**src/sv/gar_div.sv**
```systemverilog
// Restoring divider: quotient of 2^30 by a 16-bit divisor, one bit per cycle.
module gar_div (
  input  logic        clk,
  input  logic        rst,
  input  logic        start,
  input  logic [15:0] divisor,
  output logic        done,
  output logic [30:0] quotient
);
  logic [15:0] d;
  logic [15:0] rem;
  logic [4:0]  cnt;
  logic        busy;
  logic [16:0] rem_sh;
  logic        ge;

  // the dividend is a single one at bit 30
  assign rem_sh = {rem, (cnt == 5'd30)};
  assign ge     = rem_sh >= {1'b0, d};

  always_ff @(posedge clk) begin
    if (rst) begin
      busy <= 1'b0;
      done <= 1'b0;
    end else if (start) begin
      busy <= 1'b1;
      done <= 1'b0;
    end else if (busy && cnt == 5'd0) begin
      busy <= 1'b0;
      done <= 1'b1;
    end
  end

  always_ff @(posedge clk) begin
    if (start) begin
      d        <= divisor;
      rem      <= 16'd0;
      cnt      <= 5'd30;
      quotient <= 31'd0;
    end else if (busy) begin
      rem      <= ge ? 16'(rem_sh - {1'b0, d}) : rem_sh[15:0];
      quotient <= {quotient[29:0], ge};
      cnt      <= cnt - 5'd1;
    end
  end

endmodule

```
**config.mk**
```make
export PLATFORM = sky130hd
export DESIGN_NAME = gar_div
export DESIGN_NICKNAME = d
export VERILOG_FILES = /design/src/sv/gar_div.sv
export SDC_FILE = /design/constraint.sdc
export NUM_CORES = 1
export LEC_CHECK = 0
export BUFFER_PORTS_ARGS = -buffer_cell sky130_fd_sc_hd__clkbuf_2
export CAP_MARGIN = 20
export CORE_MARGIN = 2
export CORE_UTILIZATION = 39
export DETAILED_ROUTE_END_ITERATION = 10
export PLACE_DENSITY_LB_ADDON = 0.15
export SYNTH_ARGS = -nofsm -noshare
export SYNTH_HDL_FRONTEND = slang
export SYNTH_SLANG_ARGS = --single-unit
```
**constraint.sdc**
```tcl
create_clock -name clk -period 6.11 [get_ports clk]
set_input_delay 0.9165 -clock clk [delete_from_list [all_inputs] [get_ports clk]]
set_output_delay 0.9165 -clock clk [all_outputs]
set_load 0.05 [all_outputs]
```
==> flow_metrics.env <==
export IMPL_drt_wl_total_mm=8.137
export IMPL_io_pins=51
export IMPL_timing_setup_tns_ns=0
export IMPL_h_tree_depth=3
export IMPL_antenna_found_initial=0
export IMPL_cap_violations=0
export IMPL_grtUsageMet3=0.03051
export IMPL_final_period_utilization=0.4839
export IMPL_cp_cell_sequence="inv_1 > ha_1 > nand4_1 > ha_1 > and2b_1 > o21ai_2 > a21boi_2 > o31ai_2 > nand2_4 > o311a_1"
export IMPL_viasPerCell=5.376
export IMPL_wl_per_cell_um=14.85
export IMPL_pwr_share_clk=0.368
export IMPL_cts_path_max_buffers=2
export IMPL_syn_num_nets=426
export IMPL_clock_fmax_mhz=338.2
export IMPL_end_kind="register"
export IMPL_ys_ff_latch=70
export IMPL_clock_root_buffer="clkbuf_8"
export IMPL_worstMarginPinSlew_ns=0.9782
export IMPL_crit_path_end="rem[10]"
export IMPL_final_cells=548
export IMPL_antenna_cells=0
export IMPL_cp_depth=10
export IMPL_final_area_sq_um=4164
export IMPL_post_dp_hpwl_mm=5.546
export IMPL_p_sw_mw=0.3298
export IMPL_cts_setup_buffers=0
export IMPL_finalSetupViolCount=0
export IMPL_slew_limit_headroom=0.3440
export IMPL_intPower_mw=0.8125
export IMPL_fp_dieH_um=100.5
export IMPL_rows=35
export IMPL_clk_pin_slew_ns=0.08
export IMPL_r2r_cells=10
export IMPL_p_sw_frac=0.2887
export IMPL_dieArea_sq_um=10090
export IMPL_crit_start="cnt[0]"
export IMPL_drive_gt1_frac=0.1876
export IMPL_ys_flop_type="dfxtp_1"
export IMPL_crit_required_ns=6.34
export IMPL_drc=0
export IMPL_num_vias=2946
export IMPL_grt_max_degree=72
export IMPL_placed_area_sq_um=3944
export IMPL_ys_warn_count=0
export IMPL_synth_area_sq_um=3628
export IMPL_max_vdd_ir_drop_v=0.0001430
export IMPL_critPathTopFamily="compound AO/OA/AOI/OAI gates"
export IMPL_grt_overflow=0
export IMPL_final_hold_viol_count=0
export IMPL_seq_area_frac_synth=0.4303
export IMPL_grt_pass1_vias=2821
export IMPL_portBuffers=50
export IMPL_cts_buffers=9
export IMPL_synth_cells=388
export IMPL_r2r_setup_slack_ns=3.15
export IMPL_floorplan_initialDensity=0.3964
export IMPL_p_leak_nw=1.830
export IMPL_skew_ns=0.008906
export IMPL_crit_top_cell="ha_1"
export IMPL_crit_buf_inv=1
export IMPL_cpPeakStageDelay_ns=0.85
export IMPL_synth_async_sr_flop_share=0
export IMPL_power_density_nw_per_um2=274.3
export IMPL_yosysUniqueCellTypes=56
export IMPL_crit_fanout=11
export IMPL_synth_edf_count=16
export IMPL_criticalPathCategory="register to register"
export IMPL_grt_util_met2=0.2566
export IMPL_status="finished clean"
export IMPL_cts_resized=0
export IMPL_cp_start_kind="register"
export IMPL_drt_iter0_drc=132
export IMPL_grt_pass1_wl_mm=13.60
export IMPL_pwr_share_seq=0.449
export IMPL_worstReg2RegStart="cnt[0]"
export IMPL_fin_crit_ns=2.957
export IMPL_cts_hold_buf=0
export IMPL_rsz0062_at_grt="no"
export IMPL_clk_latency_ns=0.34
export IMPL_gr_usage_met1=0.2314
export IMPL_cts_sink_count=70
export IMPL_ant_nets=0
export IMPL_coreArea_sq_um=9153
export IMPL_grtUsageTotal=0.1665
export IMPL_crit_path_top_delay_cell="o31ai_2"
export IMPL_syn2layout_area_growth_pct=14.76
export IMPL_hold_class="register to register"
export IMPL_avgSynthCellArea_sq_um=9.352
export IMPL_crit_arrival_ns=3.19
export IMPL_final_util=0.4550
export IMPL_dp_cells=532
export IMPL_fp_dieW_um=100.5
export IMPL_cts_tree="yes"
export IMPL_nNetsFinal=470
export IMPL_power_frac_comb=0.183
export IMPL_globalRoute_busiestLayer="met2"
export IMPL_r2r_end="rem[10]"
export IMPL_gp_congestion=0.8441
export IMPL_firstDrtPassIters=4
export IMPL_report_final_slew_viol_count=0
[flip-flops by register name (all words and copies together), names as in the netlist]
signal    flops
done          1
d            16
busy          1
rem          16
quotient     31
cnt           5
[power by group through the flow]
stage / Clock, mW / Combinational (mW) / Sequential (mW)
floorplan: 0 / 0.165 / 0.517
global placement: 0 / 0.207 / 0.523
detailed placement: 0 / 0.207 / 0.523
CTS: 0.438 / 0.209 / 0.512
global route: 0.457 / 0.235 / 0.515
finish: 0.421 / 0.209 / 0.512
[cells in the final DEF (no fill, tap or decap), types with 7 or more instances in the layout]
cell type / synthesis / routed
clkbuf_8: 0 / 9
a21o_1: 9 / 9
edfxtp_1: 16 / 16
inv_1: 23 / 23
a21oi_1: 14 / 14
ha_1: 18 / 18
clkbuf_2: 0 / 50
nand3_1: 8 / 8
xnor2_1: 7 / 7
mux2i_1: 33 / 33
nor2_1: 67 / 67
nand2b_1: 7 / 7
o21ai_0: 12 / 12
dfxtp_1: 54 / 53
nand2_1: 21 / 21
[cells by family (layout without fill, tap and decap cells)]
kind of cell / count (synthesis) / after routing / share of synthesized area
buffers and inverters: 43 / 92 / 0.05069
AO/OA/AOI/OAI: 90 / 90 / 0.1848
adder cells (fa/ha/maj): 19 / 19 / 0.06759
flip-flops: 70 / 70 / 0.4303
XOR/XNOR: 9 / 9 / 0.02173
AND/OR/NAND/NOR: 124 / 124 / 0.1538
multiplexers: 33 / 33 / 0.09104
[synth_stat cells, types with 2 or more instances]
cell type  count  area share
o21a_1         5       0.010
buf_2          6      0.0083
a311oi_1       4      0.0097
clkbuf_1      10       0.010
a211oi_1       4      0.0083
nand2b_1       7       0.012
buf_1          2      0.0021
a211o_1        4      0.0097
o311a_1        2      0.0055
and3_2         2      0.0041
nor4_1         4      0.0069
a21o_1         9       0.019
a21oi_1       14       0.019
mux2i_1       33       0.091
xnor2_1        7       0.017
o21ai_0       12       0.017
nand2_1       21       0.022
nor3_1         4      0.0055
ha_1          18       0.062
o41ai_1        2      0.0048
a311oi_2       2      0.0083
o211ai_1       3      0.0062
edfxtp_1      16        0.13
nand3b_1       3      0.0062
nor2_1        67       0.069
nand3_1        8       0.011
buf_6          2      0.0062
o221ai_1       4      0.0097
o31ai_1        4      0.0083
a31oi_1        6       0.010
inv_1         23       0.024
o21ai_2        2      0.0048
xor2_1         2      0.0048
dfxtp_1       54        0.30
[layer usage]
metal  part of all wire  vias to the layer above  routed length, um
met4             0.0098                        0                 80
met2               0.45                       65               3687
li1                   -                     1485                  -
met5                  0                        -                  0
met1               0.49                     1388               4002
met3              0.045                        8                366
[final cells by class]
class	instances	area, sq um
fillers	912	4989
multi-input cells	275	1883
flip-flops and latches	70	1563
repair buffers	53	272.8
well taps	111	138.9
clock buffers	10	127.6
clock inverters	6	92.59
inverters	23	86.33
[worst min path at each step]
stage / start / endpoint / slack, ns / cells after the start
CTS: done / done / 0.47 / 2
floorplan: rem[1] / rem[1] / 0.46 / 2
global route: done / done / 0.49 / 2
finish: done / done / 0.46 / 2
detailed placement: done / done / 0.45 / 2
global placement: done / done / 0.44 / 2
[stage by stage]
stage	total power, mW	worst slack (ns)	hold slack (ns)
2_1_floorplan	0.6817	3.741	0.4586
6_report	1.142	3.153	0.4626
4_1_cts	1.159	3.160	0.4686
5_1_grt	1.208	2.910	0.4896
3_5_place_dp	0.7306	3.178	0.4525
3_3_place_gp	0.7299	3.266	0.4426
[worst min-delay path: cells and delay by family (launching register included)]
kind / cells / cell delay [ns]
compound gates: 1 / 0.05
flops: 1 / 0.32
buf+inv: 1 / 0.05
Power figures use the tool's default switching activity.
